[config.mk]
export PLATFORM = sky130hd
export DESIGN_NAME = zone_expander_responder
export DESIGN_NICKNAME = d
export VERILOG_FILES = /design/src/rtl/core/zxr_pkg.sv /design/src/rtl/core/zxr_fault_queue.sv /design/src/rtl/core/zone_expander_responder.sv
export SDC_FILE = /design/constraint.sdc
export NUM_CORES = 1
export LEC_CHECK = 0
export BUFFER_PORTS_ARGS = -buffer_cell sky130_fd_sc_hd__buf_2
export CORE_ASPECT_RATIO = 1.1
export CORE_MARGIN = 2
export CORE_UTILIZATION = 54
export DETAILED_ROUTE_END_ITERATION = 12
export PLACE_DENSITY = 0.78
export REMOVE_ABC_BUFFERS = 1
export SYNTH_ARGS = -nofsm -noshare
export SYNTH_HDL_FRONTEND = slang
export SYNTH_SLANG_ARGS = --single-unit
export TNS_END_PERCENT = 50
[constraint.sdc]
create_clock -name clk -period 8.1 [get_ports clk]
set_input_delay 1.62 -clock clk [delete_from_list [all_inputs] [get_ports clk]]
set_output_delay 1.62 -clock clk [all_outputs]
set_load 0.01 [all_outputs]
[src/rtl/core/zxr_pkg.sv]
// shared types and constants of the zone expander responder
package zxr_pkg;

    // configuration
    localparam int MODULES_DEF           = 4;
    localparam int FAULT_QUEUE_DEPTH_DEF = 16;
    localparam int CFG_REGS              = 4;
    localparam int CFG_IDX_W             = 2;
    localparam int ADDR_W                = 4;
    localparam int BYTE_W                = 8;
    localparam int ZONE_W                = 6;

    // item kinds
    localparam logic CMD_REQUEST = 1'b0;
    localparam logic CMD_ZONE    = 1'b1;

    // request types
    localparam logic [BYTE_W-1:0] TYPE_MSG     = 8'hF1;
    localparam logic [BYTE_W-1:0] TYPE_POLL    = 8'hF0;
    localparam logic [BYTE_W-1:0] TYPE_RELAY_A = 8'h00;
    localparam logic [BYTE_W-1:0] TYPE_RELAY_B = 8'h0D;

    // sequence byte handling
    localparam logic [BYTE_W-1:0] SEQ_MAGIC = 8'hDE;
    localparam logic [BYTE_W-1:0] SEQ_ALT   = 8'h34;
    localparam logic [BYTE_W-1:0] SEQ_NORM  = 8'h31;

    // address windows
    localparam logic [ADDR_W-1:0] ZONE_ADDR_LO  = 4'd7;
    localparam logic [ADDR_W-1:0] ZONE_ADDR_HI  = 4'd11;
    localparam logic [ADDR_W-1:0] NORM_ADDR_LO  = 4'd6;
    localparam logic [ADDR_W-1:0] NORM_ADDR_HI  = 4'd13;
    localparam logic [ADDR_W-1:0] FLAG_ADDR_LO  = 4'd13;

    localparam logic [BYTE_W-1:0] RELAY_SET_MASK = 8'h80;
    localparam logic [BYTE_W-1:0] RELAY_DATA_MASK = 8'h7F;
    localparam logic [BYTE_W-1:0] OPEN_FLAG      = 8'h08;

    // reply framing
    localparam int REPLY_BEATS = 5;
    localparam logic [2:0] LAST_BEAT = 3'(REPLY_BEATS - 1);

    typedef struct packed {
        logic              cmd;
        logic [BYTE_W-1:0] req_flags;
        logic [BYTE_W-1:0] req_b3;
        logic [BYTE_W-1:0] req_b4;
        logic [BYTE_W-1:0] req_b5;
        logic [BYTE_W-1:0] req_b6;
        logic [ZONE_W-1:0] zone;
        logic              zone_open;
    } req_t;

    typedef struct packed {
        logic [BYTE_W-1:0] resp_byte;
        logic              last;
    } resp_t;

    // one fault queue entry
    typedef struct packed {
        logic [ADDR_W-1:0] addr;
        logic [BYTE_W-1:0] relays;
        logic [BYTE_W-1:0] code;
    } snap_t;

    // queue control from the core
    typedef struct packed {
        logic  push;
        snap_t push_data;
        logic  pop;
    } qctl_t;

    // queue status to the core
    typedef struct packed {
        logic  empty;
        snap_t head;
    } qstat_t;

endpackage

[src/rtl/core/zxr_fault_queue.sv]
// ring queue of fault snapshots in a synchronous memory with head read-ahead
module zxr_fault_queue #(
    parameter int DEPTH = 16
) (
    input  logic           clk,
    input  logic           rst_n,
    input  zxr_pkg::qctl_t ctl,
    output zxr_pkg::qstat_t stat
);
    import zxr_pkg::*;

    localparam int PTR_W = (DEPTH > 1) ? $clog2(DEPTH) : 1;
    localparam logic [PTR_W-1:0] PTR_LAST = PTR_W'(DEPTH - 1);

    snap_t            mem_q [DEPTH];
    snap_t            rdata_reg;
    snap_t            fwd_data_reg;
    logic             fwd_reg;
    logic [PTR_W-1:0] wr_ptr_reg;
    logic [PTR_W-1:0] wr_ptr_next;
    logic [PTR_W-1:0] rd_ptr_reg;
    logic [PTR_W-1:0] rd_ptr_next;

    // no full check: a write past the reader wraps over unread entries
    always_comb
    begin
        wr_ptr_next = wr_ptr_reg;
        rd_ptr_next = rd_ptr_reg;
        if (ctl.push)
        begin
            wr_ptr_next = (wr_ptr_reg == PTR_LAST) ? '0 : wr_ptr_reg + 1'b1;
        end
        if (ctl.pop)
        begin
            rd_ptr_next = (rd_ptr_reg == PTR_LAST) ? '0 : rd_ptr_reg + 1'b1;
        end
    end

    always_ff @(posedge clk or negedge rst_n)
    begin
        if (!rst_n)
        begin
            wr_ptr_reg <= '0;
            rd_ptr_reg <= '0;
            fwd_reg    <= 1'b0;
        end
        else
        begin
            wr_ptr_reg <= wr_ptr_next;
            rd_ptr_reg <= rd_ptr_next;
            // a write landing on the entry being read ahead is bypassed
            fwd_reg    <= ctl.push && (wr_ptr_reg == rd_ptr_next);
        end
    end

    always_ff @(posedge clk)
    begin
        if (ctl.push)
        begin
            mem_q[wr_ptr_reg] <= ctl.push_data;
        end
        rdata_reg    <= mem_q[rd_ptr_next];
        fwd_data_reg <= ctl.push_data;
    end

    assign stat.empty = (wr_ptr_reg == rd_ptr_reg);
    assign stat.head  = fwd_reg ? fwd_data_reg : rdata_reg;

endmodule

[src/rtl/core/zone_expander_responder.sv]
// top level of the zone expander responder
//
// Emulates up to MODULES expander slots on an alarm bus. A zone event beat
// updates the fault code and fault bitmap of the slot whose zone window holds
// the zone and pushes a snapshot into the fault queue, with no reply. A panel
// request beat that matches a slot address and has a known type is answered
// with five reply beats (four bytes, then the checksum with last set). The
// reply port drains one beat per cycle while resp_stall is low; a request
// holds the serializer until its last beat is taken. Zone events and
// unanswered requests run at one item per cycle unless a staged request waits
// on the serializer. One item is staged while a reply drains, so the input
// is taken while the reply waits on its consumer. The fault queue lives in a
// FAULT_QUEUE_DEPTH-entry synchronous memory whose head is read ahead every
// cycle with a bypass for a write to the same entry; it needs no clearing
// pass, entries are only read after being written. Slot addresses are to be
// set on the cfg port only while the block is idle; this is not enforced.
module zone_expander_responder #(
    parameter int MODULES           = zxr_pkg::MODULES_DEF,
    parameter int FAULT_QUEUE_DEPTH = zxr_pkg::FAULT_QUEUE_DEPTH_DEF
) (
    input  logic                               clk,
    input  logic                               rst_n,
    // configuration writes
    input  logic                               cfg_we,
    input  logic [zxr_pkg::CFG_IDX_W-1:0]      cfg_index,
    input  logic [zxr_pkg::ADDR_W-1:0]         cfg_data,
    // item channel
    input  logic                               req_valid,
    output logic                               req_stall,
    input  zxr_pkg::req_t                      req,
    // reply channel
    output logic                               resp_valid,
    input  logic                               resp_stall,
    output zxr_pkg::resp_t                     resp
);
    import zxr_pkg::*;

    localparam int SLOT_W = (MODULES > 1) ? $clog2(MODULES) : 1;
    localparam int BUF_W  = REPLY_BEATS * BYTE_W;

    // slot state
    logic [ADDR_W-1:0] module_addr_reg [MODULES];
    logic [BYTE_W-1:0] fault_bits_reg  [MODULES];
    logic [BYTE_W-1:0] fault_code_reg  [MODULES];
    logic [BYTE_W-1:0] relays_reg      [MODULES];

    // staged item
    logic s1_valid_reg;
    req_t s1_item_reg;

    // reply serializer
    logic             busy_reg;
    logic [2:0]       beat_cnt_reg;
    logic [BUF_W-1:0] resp_buf_reg;

    // queue
    qctl_t  q_ctl;
    qstat_t q_stat;

    // decode of the staged item
    logic              flagpath;
    logic              zfound;
    logic [SLOT_W-1:0] zhit;
    logic              rfound;
    logic [SLOT_W-1:0] rhit;
    logic [BYTE_W-1:0] seq_b;
    logic [BYTE_W-1:0] type_b;
    logic [BYTE_W-1:0] data_b;
    logic [ADDR_W-1:0] raddr;
    logic              is_msg;
    logic              is_poll;
    logic              is_relay;
    logic              head_match;
    logic              reply_en;
    logic              zone_en;
    logic [2:0]        zmod;
    logic [BYTE_W-1:0] new_code;
    logic [BYTE_W-1:0] zmask;
    logic [BYTE_W-1:0] new_bits;
    logic [BYTE_W-1:0] new_relays;
    logic [BYTE_W-1:0] r0;
    logic [BYTE_W-1:0] r1;
    logic [BYTE_W-1:0] r2;
    logic [BYTE_W-1:0] r3;
    logic [BYTE_W+1:0] sum4;
    logic [BYTE_W-1:0] chk;
    logic              ser_free;
    logic              exec;
    logic              req_acc;
    logic              resp_acc;

    // slot search: first slot wins
    always_comb
    begin
        logic [ADDR_W-1:0] a;
        logic [ZONE_W-1:0] zm1;
        logic [ADDR_W-1:0] d_norm;
        logic [ADDR_W-1:0] d_flag;
        logic [ADDR_W-1:0] d_zone;
        logic              zc;
        logic              rc;
        zfound   = 1'b0;
        zhit     = '0;
        rfound   = 1'b0;
        rhit     = '0;
        flagpath = s1_item_reg.req_flags[0];
        zm1      = s1_item_reg.zone - 1'b1;
        for (int i = 0; i < MODULES; i++)
        begin
            a      = module_addr_reg[i];
            d_norm = a - NORM_ADDR_LO;
            d_flag = a - FLAG_ADDR_LO;
            d_zone = a - NORM_ADDR_LO;
            // zone window of a slot is 8*(addr-6)+1 .. 8*(addr-6)+8
            zc = (a >= ZONE_ADDR_LO) && (a <= ZONE_ADDR_HI)
                 && (s1_item_reg.zone != '0) && (zm1[5:3] == d_zone[2:0]);
            if (flagpath)
            begin
                rc = (a >= FLAG_ADDR_LO)
                     && (s1_item_reg.req_b3 == (BYTE_W'(1) << d_flag[2:0]));
            end
            else
            begin
                rc = (a >= NORM_ADDR_LO) && (a <= NORM_ADDR_HI)
                     && (s1_item_reg.req_flags == (BYTE_W'(1) << d_norm[2:0]));
            end
            if (!zfound && zc)
            begin
                zfound = 1'b1;
                zhit   = SLOT_W'(i);
            end
            if (!rfound && rc)
            begin
                rfound = 1'b1;
                rhit   = SLOT_W'(i);
            end
        end
    end

    // request and zone event work
    always_comb
    begin
        seq_b  = flagpath ? s1_item_reg.req_b4 : s1_item_reg.req_b3;
        type_b = flagpath ? s1_item_reg.req_b5 : s1_item_reg.req_b4;
        data_b = flagpath ? s1_item_reg.req_b6 : s1_item_reg.req_b5;
        raddr  = module_addr_reg[rhit];

        is_msg   = (type_b == TYPE_MSG);
        is_poll  = (type_b == TYPE_POLL);
        is_relay = (type_b == TYPE_RELAY_A) || (type_b == TYPE_RELAY_B);

        head_match = !q_stat.empty && (q_stat.head.addr != '0)
                     && (q_stat.head.addr == raddr);

        reply_en = (s1_item_reg.cmd == CMD_REQUEST) && rfound
                   && (is_msg || is_poll || is_relay);
        zone_en  = (s1_item_reg.cmd == CMD_ZONE) && zfound;

        // zone event: code is zone mod 8 in the top bits plus the open flag
        zmod     = s1_item_reg.zone[2:0];
        new_code = {zmod, 5'd0} | (s1_item_reg.zone_open ? OPEN_FLAG : '0);
        // zone mod 8 = 1 maps to the top bit, 0 wraps to the bottom bit
        zmask    = BYTE_W'(1) << (3'd0 - zmod);
        new_bits = s1_item_reg.zone_open ? (fault_bits_reg[zhit] | zmask)
                                         : (fault_bits_reg[zhit] & ~zmask);

        // relay command: bit 7 chooses set or clear of the low bits
        if ((data_b & RELAY_SET_MASK) != '0)
        begin
            new_relays = relays_reg[rhit] | (data_b & RELAY_DATA_MASK);
        end
        else
        begin
            new_relays = relays_reg[rhit] & ~(data_b & RELAY_DATA_MASK);
        end

        r1 = (seq_b == SEQ_MAGIC) ? SEQ_ALT : SEQ_NORM;
        priority if (is_msg && head_match)
        begin
            r0 = BYTE_W'(q_stat.head.addr);
            r2 = q_stat.head.relays;
            r3 = q_stat.head.code;
        end
        else if (is_msg)
        begin
            r0 = BYTE_W'(raddr);
            r2 = relays_reg[rhit];
            r3 = fault_code_reg[rhit];
        end
        else if (is_poll)
        begin
            r0 = TYPE_POLL;
            r2 = '0;
            r3 = fault_bits_reg[rhit];
        end
        else
        begin
            r0 = BYTE_W'(raddr);
            r2 = '0;
            r3 = data_b;
        end

        sum4 = 10'(r0) + 10'(r1) + 10'(r2) + 10'(r3);
        chk  = ~(sum4[BYTE_W-1:0] - 1'b1);
    end

    // handshakes
    assign resp_acc  = resp_valid && !resp_stall;
    assign ser_free  = !busy_reg || (resp_acc && (beat_cnt_reg == LAST_BEAT));
    // an item with no reply never waits on the serializer
    assign exec      = s1_valid_reg && (!reply_en || ser_free);
    assign req_stall = s1_valid_reg && !exec;
    assign req_acc   = req_valid && !req_stall;

    // queue traffic
    assign q_ctl.push           = exec && zone_en;
    assign q_ctl.push_data.addr = module_addr_reg[zhit];
    assign q_ctl.push_data.relays = relays_reg[zhit];
    assign q_ctl.push_data.code = new_code;
    assign q_ctl.pop            = exec && reply_en && is_msg && head_match;

    zxr_fault_queue #(
        .DEPTH (FAULT_QUEUE_DEPTH)
    ) u_queue (
        .clk   (clk),
        .rst_n (rst_n),
        .ctl   (q_ctl),
        .stat  (q_stat)
    );

    // slot addresses, slots past the register list stay unused
    always_ff @(posedge clk or negedge rst_n)
    begin
        if (!rst_n)
        begin
            for (int i = 0; i < MODULES; i++)
            begin
                module_addr_reg[i] <= '0;
            end
        end
        else if (cfg_we)
        begin
            for (int i = 0; i < MODULES; i++)
            begin
                if ((i < CFG_REGS) && (cfg_index == CFG_IDX_W'(i)))
                begin
                    module_addr_reg[i] <= cfg_data;
                end
            end
        end
    end

    // slot fault and relay state
    always_ff @(posedge clk or negedge rst_n)
    begin
        if (!rst_n)
        begin
            for (int i = 0; i < MODULES; i++)
            begin
                fault_bits_reg[i] <= '0;
                fault_code_reg[i] <= '0;
                relays_reg[i]     <= '0;
            end
        end
        else if (exec)
        begin
            if (zone_en)
            begin
                fault_bits_reg[zhit] <= new_bits;
                fault_code_reg[zhit] <= new_code;
            end
            if (reply_en && is_relay)
            begin
                relays_reg[rhit] <= new_relays;
            end
        end
    end

    // input stage
    always_ff @(posedge clk or negedge rst_n)
    begin
        if (!rst_n)
        begin
            s1_valid_reg <= 1'b0;
        end
        else if (req_acc)
        begin
            s1_valid_reg <= 1'b1;
        end
        else if (exec)
        begin
            s1_valid_reg <= 1'b0;
        end
    end

    always_ff @(posedge clk)
    begin
        if (req_acc)
        begin
            s1_item_reg <= req;
        end
    end

    // reply serializer: shifts out one byte per beat
    always_ff @(posedge clk or negedge rst_n)
    begin
        if (!rst_n)
        begin
            busy_reg     <= 1'b0;
            beat_cnt_reg <= '0;
        end
        else if (exec && reply_en)
        begin
            busy_reg     <= 1'b1;
            beat_cnt_reg <= '0;
        end
        else if (resp_acc)
        begin
            if (beat_cnt_reg == LAST_BEAT)
            begin
                busy_reg <= 1'b0;
            end
            beat_cnt_reg <= beat_cnt_reg + 1'b1;
        end
    end

    always_ff @(posedge clk)
    begin
        if (exec && reply_en)
        begin
            resp_buf_reg <= {r0, r1, r2, r3, chk};
        end
        else if (resp_acc)
        begin
            resp_buf_reg <= {resp_buf_reg[BUF_W-BYTE_W-1:0], BYTE_W'(0)};
        end
    end

    assign resp_valid     = busy_reg;
    assign resp.resp_byte = resp_buf_reg[BUF_W-1 -: BYTE_W];
    assign resp.last      = (beat_cnt_reg == LAST_BEAT);

endmodule

==> run_results.csv <==
group,metric,value,unit
drt,viasPerCell,6.438,
logic_synthesis,synth.avg_cell_area,12.16,µm²
logic_synthesis,ys_seq_area_frac,0.5712,
critical_path,path_buf_inv,4,
cts,tritoncts,"built",
drt,wl_per_cell,23.63,µm
timing,fin_crit_sh,0.8742,
flow_run,drv_cap,0,
logic_synthesis,ys_warn_count,0,
cells_and_area,final_common_cell,"edfxtp_1",
drt,first_iter_violations,1817,
global_route,grt_usage,0.2673,
logic_synthesis,synthArstFlopShare,0.2263,
placement,hpwlAfterDp,40000,µm
cells_and_area,seq_area,13720,µm²
drt,drc,0,
timing,rsz0062_at_grt,"false",
die,die_w,205.1,µm
cells_and_area,nets,2089,
logic_synthesis,netlist_area,24020,µm²
logic_synthesis,synth_cell_types,97,
die,coreArea,44190,µm²
cts,numClockSinks,486,
cells_and_area,post-route-util,0.5974,
placement,numPortBuffers,69,
critical_path,arrival,7.40,ns
power_and_ir_drop,power_density,236.7,nW/µm²
critical_path,crit_type,"flop to flop",
critical_path,slowest_stage,"dfrtp_1",
cts,post_cts_buffers,0,
global_route,antenna_found_initial,0,
power_and_ir_drop,peakVddDrop,220.1,µV
drt,ant_nets,0,
timing,holdWs,0.4148,ns
critical_path,critPathMaxStageDelay,0.82,ns
timing,period_minus_slack,7.081,ns
die,initial_core_util,0.5437,
critical_path,worst-path-max-fanout,24,
cts,clkTransAtPathRegs,0.07,ns
logic_synthesis,synth_xor_area_frac,0.01203,
cts,clk-insertion-delay-late,0.59,ns
timing,clock.fmax,141.2,MHz
die,die-area,46190,µm²
timing,clock_skew,0.03153,ns
drt,routed_wl,61820,µm
cells_and_area,fillCellCount,3478,
logic_synthesis,synth_edf_count,344,
status,status,"finished, final reports clean",
cells_and_area,multiInputGateArea,9468,µm²
cts,ctsRootBufferMaster,"clkbuf_16",
critical_path,start_kind,"flop",
drt,dr_total_vias,16840,
global_route,grt_pass1_vias,16320,
critical_path,cp-end-kind,"flop",
critical_path,critPathTopFamily,"simple AND/OR/NAND/NOR gates",
logic_synthesis,synthCells,1976,
global_route,gr-total-overflow,0,
logic_synthesis,ys_ff_latch,486,
drt,dr.pass1.iters,9,
timing,maxSlewHeadroom,0.2264,
timing,hold_viol,0,
logic_synthesis,synth_compound_area_frac,0.1284,
logic_synthesis,muxShareOfSynthArea,0.09745,
worst_hold_path,hold_class,"flop to flop",
logic_synthesis,synth_top_family_by_area,"simple AND/OR/NAND/NOR gates",
cells_and_area,syn2layout_area_growth,9.875,%
power_and_ir_drop,leakagePower,9.856,nW
cts,cts_made_buffers,48,
die,io_pins,70,
critical_path,worstPathRequired,8.42,ns
timing,finalSetupViolCount,0,
die,die_h,225.2,µm
logic_synthesis,synth-simple-area-share,0.1316,
cells_and_area,layout.cells.most_common_list,"344 x edfxtp_1, 198 x nand2_1, 129 x mux2_2",
logic_synthesis,synthAdderAreaFrac,0.02073,
power_and_ir_drop,power,6.247,mW
cells_and_area,largest_reg_flops,256,
global_route,grt_start_max_net_pins,98,
cts,cts_resized,0,
die,num_rows,81,
cts,cts.htree.levels,2,
placement,gp_congestion,0.9451,
logic_synthesis,synth_flop_cell,"edfxtp_1",
timing,final_max_slew_viol_count,0,
cells_and_area,drive_above_1_share,0.1750,
timing,worst_pin_slew,1.152,ns
cts,clk_path_buf_depth,3,
global_route,grt_first_pass_wirelength,94490,µm
cts,hold_buffers,0,
-- per-stage QoR --
stage                     setup slack [ns]  setup TNS (ns)  instance area [µm²]  instances
after floorplan                    -0.6866          -1.158                23270       1828
after global placement               1.192               0                24800       2526
after detailed placement             1.098               0                24800       2526
after CTS                            1.043               0                26390       2615
after global routing                0.4394               0                26390       2615
final                                1.019               0                26400       2616
-- layer usage --
metal	track usage	routed length, µm	vias up
li1	-	-	7509
met1	0.3532	24400	8373
met2	0.4520	30580	809
met3	0.04222	5006	150
met4	0.08819	1845	0
met5	0	0	-
-- logic make-up after synthesis --
family,Yosys count
and+or+nand+nor,608
muxes,215
buffers and inverters,193
AOI/OAI and AO/OA,406
adders and majority gates,35
DFF,486
xor gates and xnor gates,33
-- area by class of cell --
class | count | area share
diodes | 1 | 0.00009480
clock buffers | 65 | 0.05138
clock inverters | 24 | 0.008912
inverters | 45 | 0.006589
multi-input cells | 1297 | 0.3587
flip-flops and latches | 486 | 0.5200
well taps | 581 | 0.02754
repair buffers | 117 | 0.02683
-- worst paths after layout --
| check | from | to | slack [ns] | cells after the start |
|---|---|---|---|---|
| max | module_addr_reg[14]$_DFFE_PN0P_ | resp_buf_reg[7]$_SDFFCE_PN0P_ | 1.02 | 28 |
| min | relays_reg[15]$_DFFE_PN0P_ | relays_reg[15]$_DFFE_PN0P_ | 0.41 | 0 |
| max reg2reg | module_addr_reg[14]$_DFFE_PN0P_ | resp_buf_reg[7]$_SDFFCE_PN0P_ | 1.02 | 28 |
| min reg2reg | relays_reg[15]$_DFFE_PN0P_ | relays_reg[15]$_DFFE_PN0P_ | 0.41 | 0 |
| max in group asynchronous | rst_n | fault_bits_reg[13]$_DFFE_PN0P_ | 5.70 | 2 |
| min in group asynchronous | rst_n | u_queue.rd_ptr_reg[0]$_DFF_PN0_ | 1.07 | 1 |
-- power breakdown --
group          internal [mW]  switching, mW
Combinational          0.346          0.525
Sequential              2.92          0.216
Clock                   1.30          0.934
Total                   4.57           1.68
-- synth_stat cells (34+ instances only) --
cell type | number | area (µm²)
inv_1 | 44 | 165.2
mux2_2 | 129 | 1453
nor2_1 | 107 | 401.6
edfxtp_1 | 344 | 10330
nand2_1 | 198 | 743.2
nand2b_1 | 86 | 538.0
a211oi_1 | 55 | 412.9
clkbuf_1 | 88 | 330.3
and3_1 | 42 | 262.8
mux2i_1 | 75 | 750.7
a22oi_1 | 47 | 352.8
o21ai_0 | 54 | 270.3
a211o_1 | 34 | 297.8
dfrtp_1 | 110 | 2753
-- worst reg2reg max path, delay by kind of cell (launching register included) --
| kind | cells | cell delay, ns |
|---|---|---|
| simple gates | 7 | 2.07 |
| fa+ha+maj | 5 | 1.57 |
| compound gates | 8 | 1.36 |
| flops | 1 | 0.82 |
| xor+xnor | 4 | 0.59 |
| buf+inv | 4 | 0.41 |
Power figures use the tool's default switching activity.
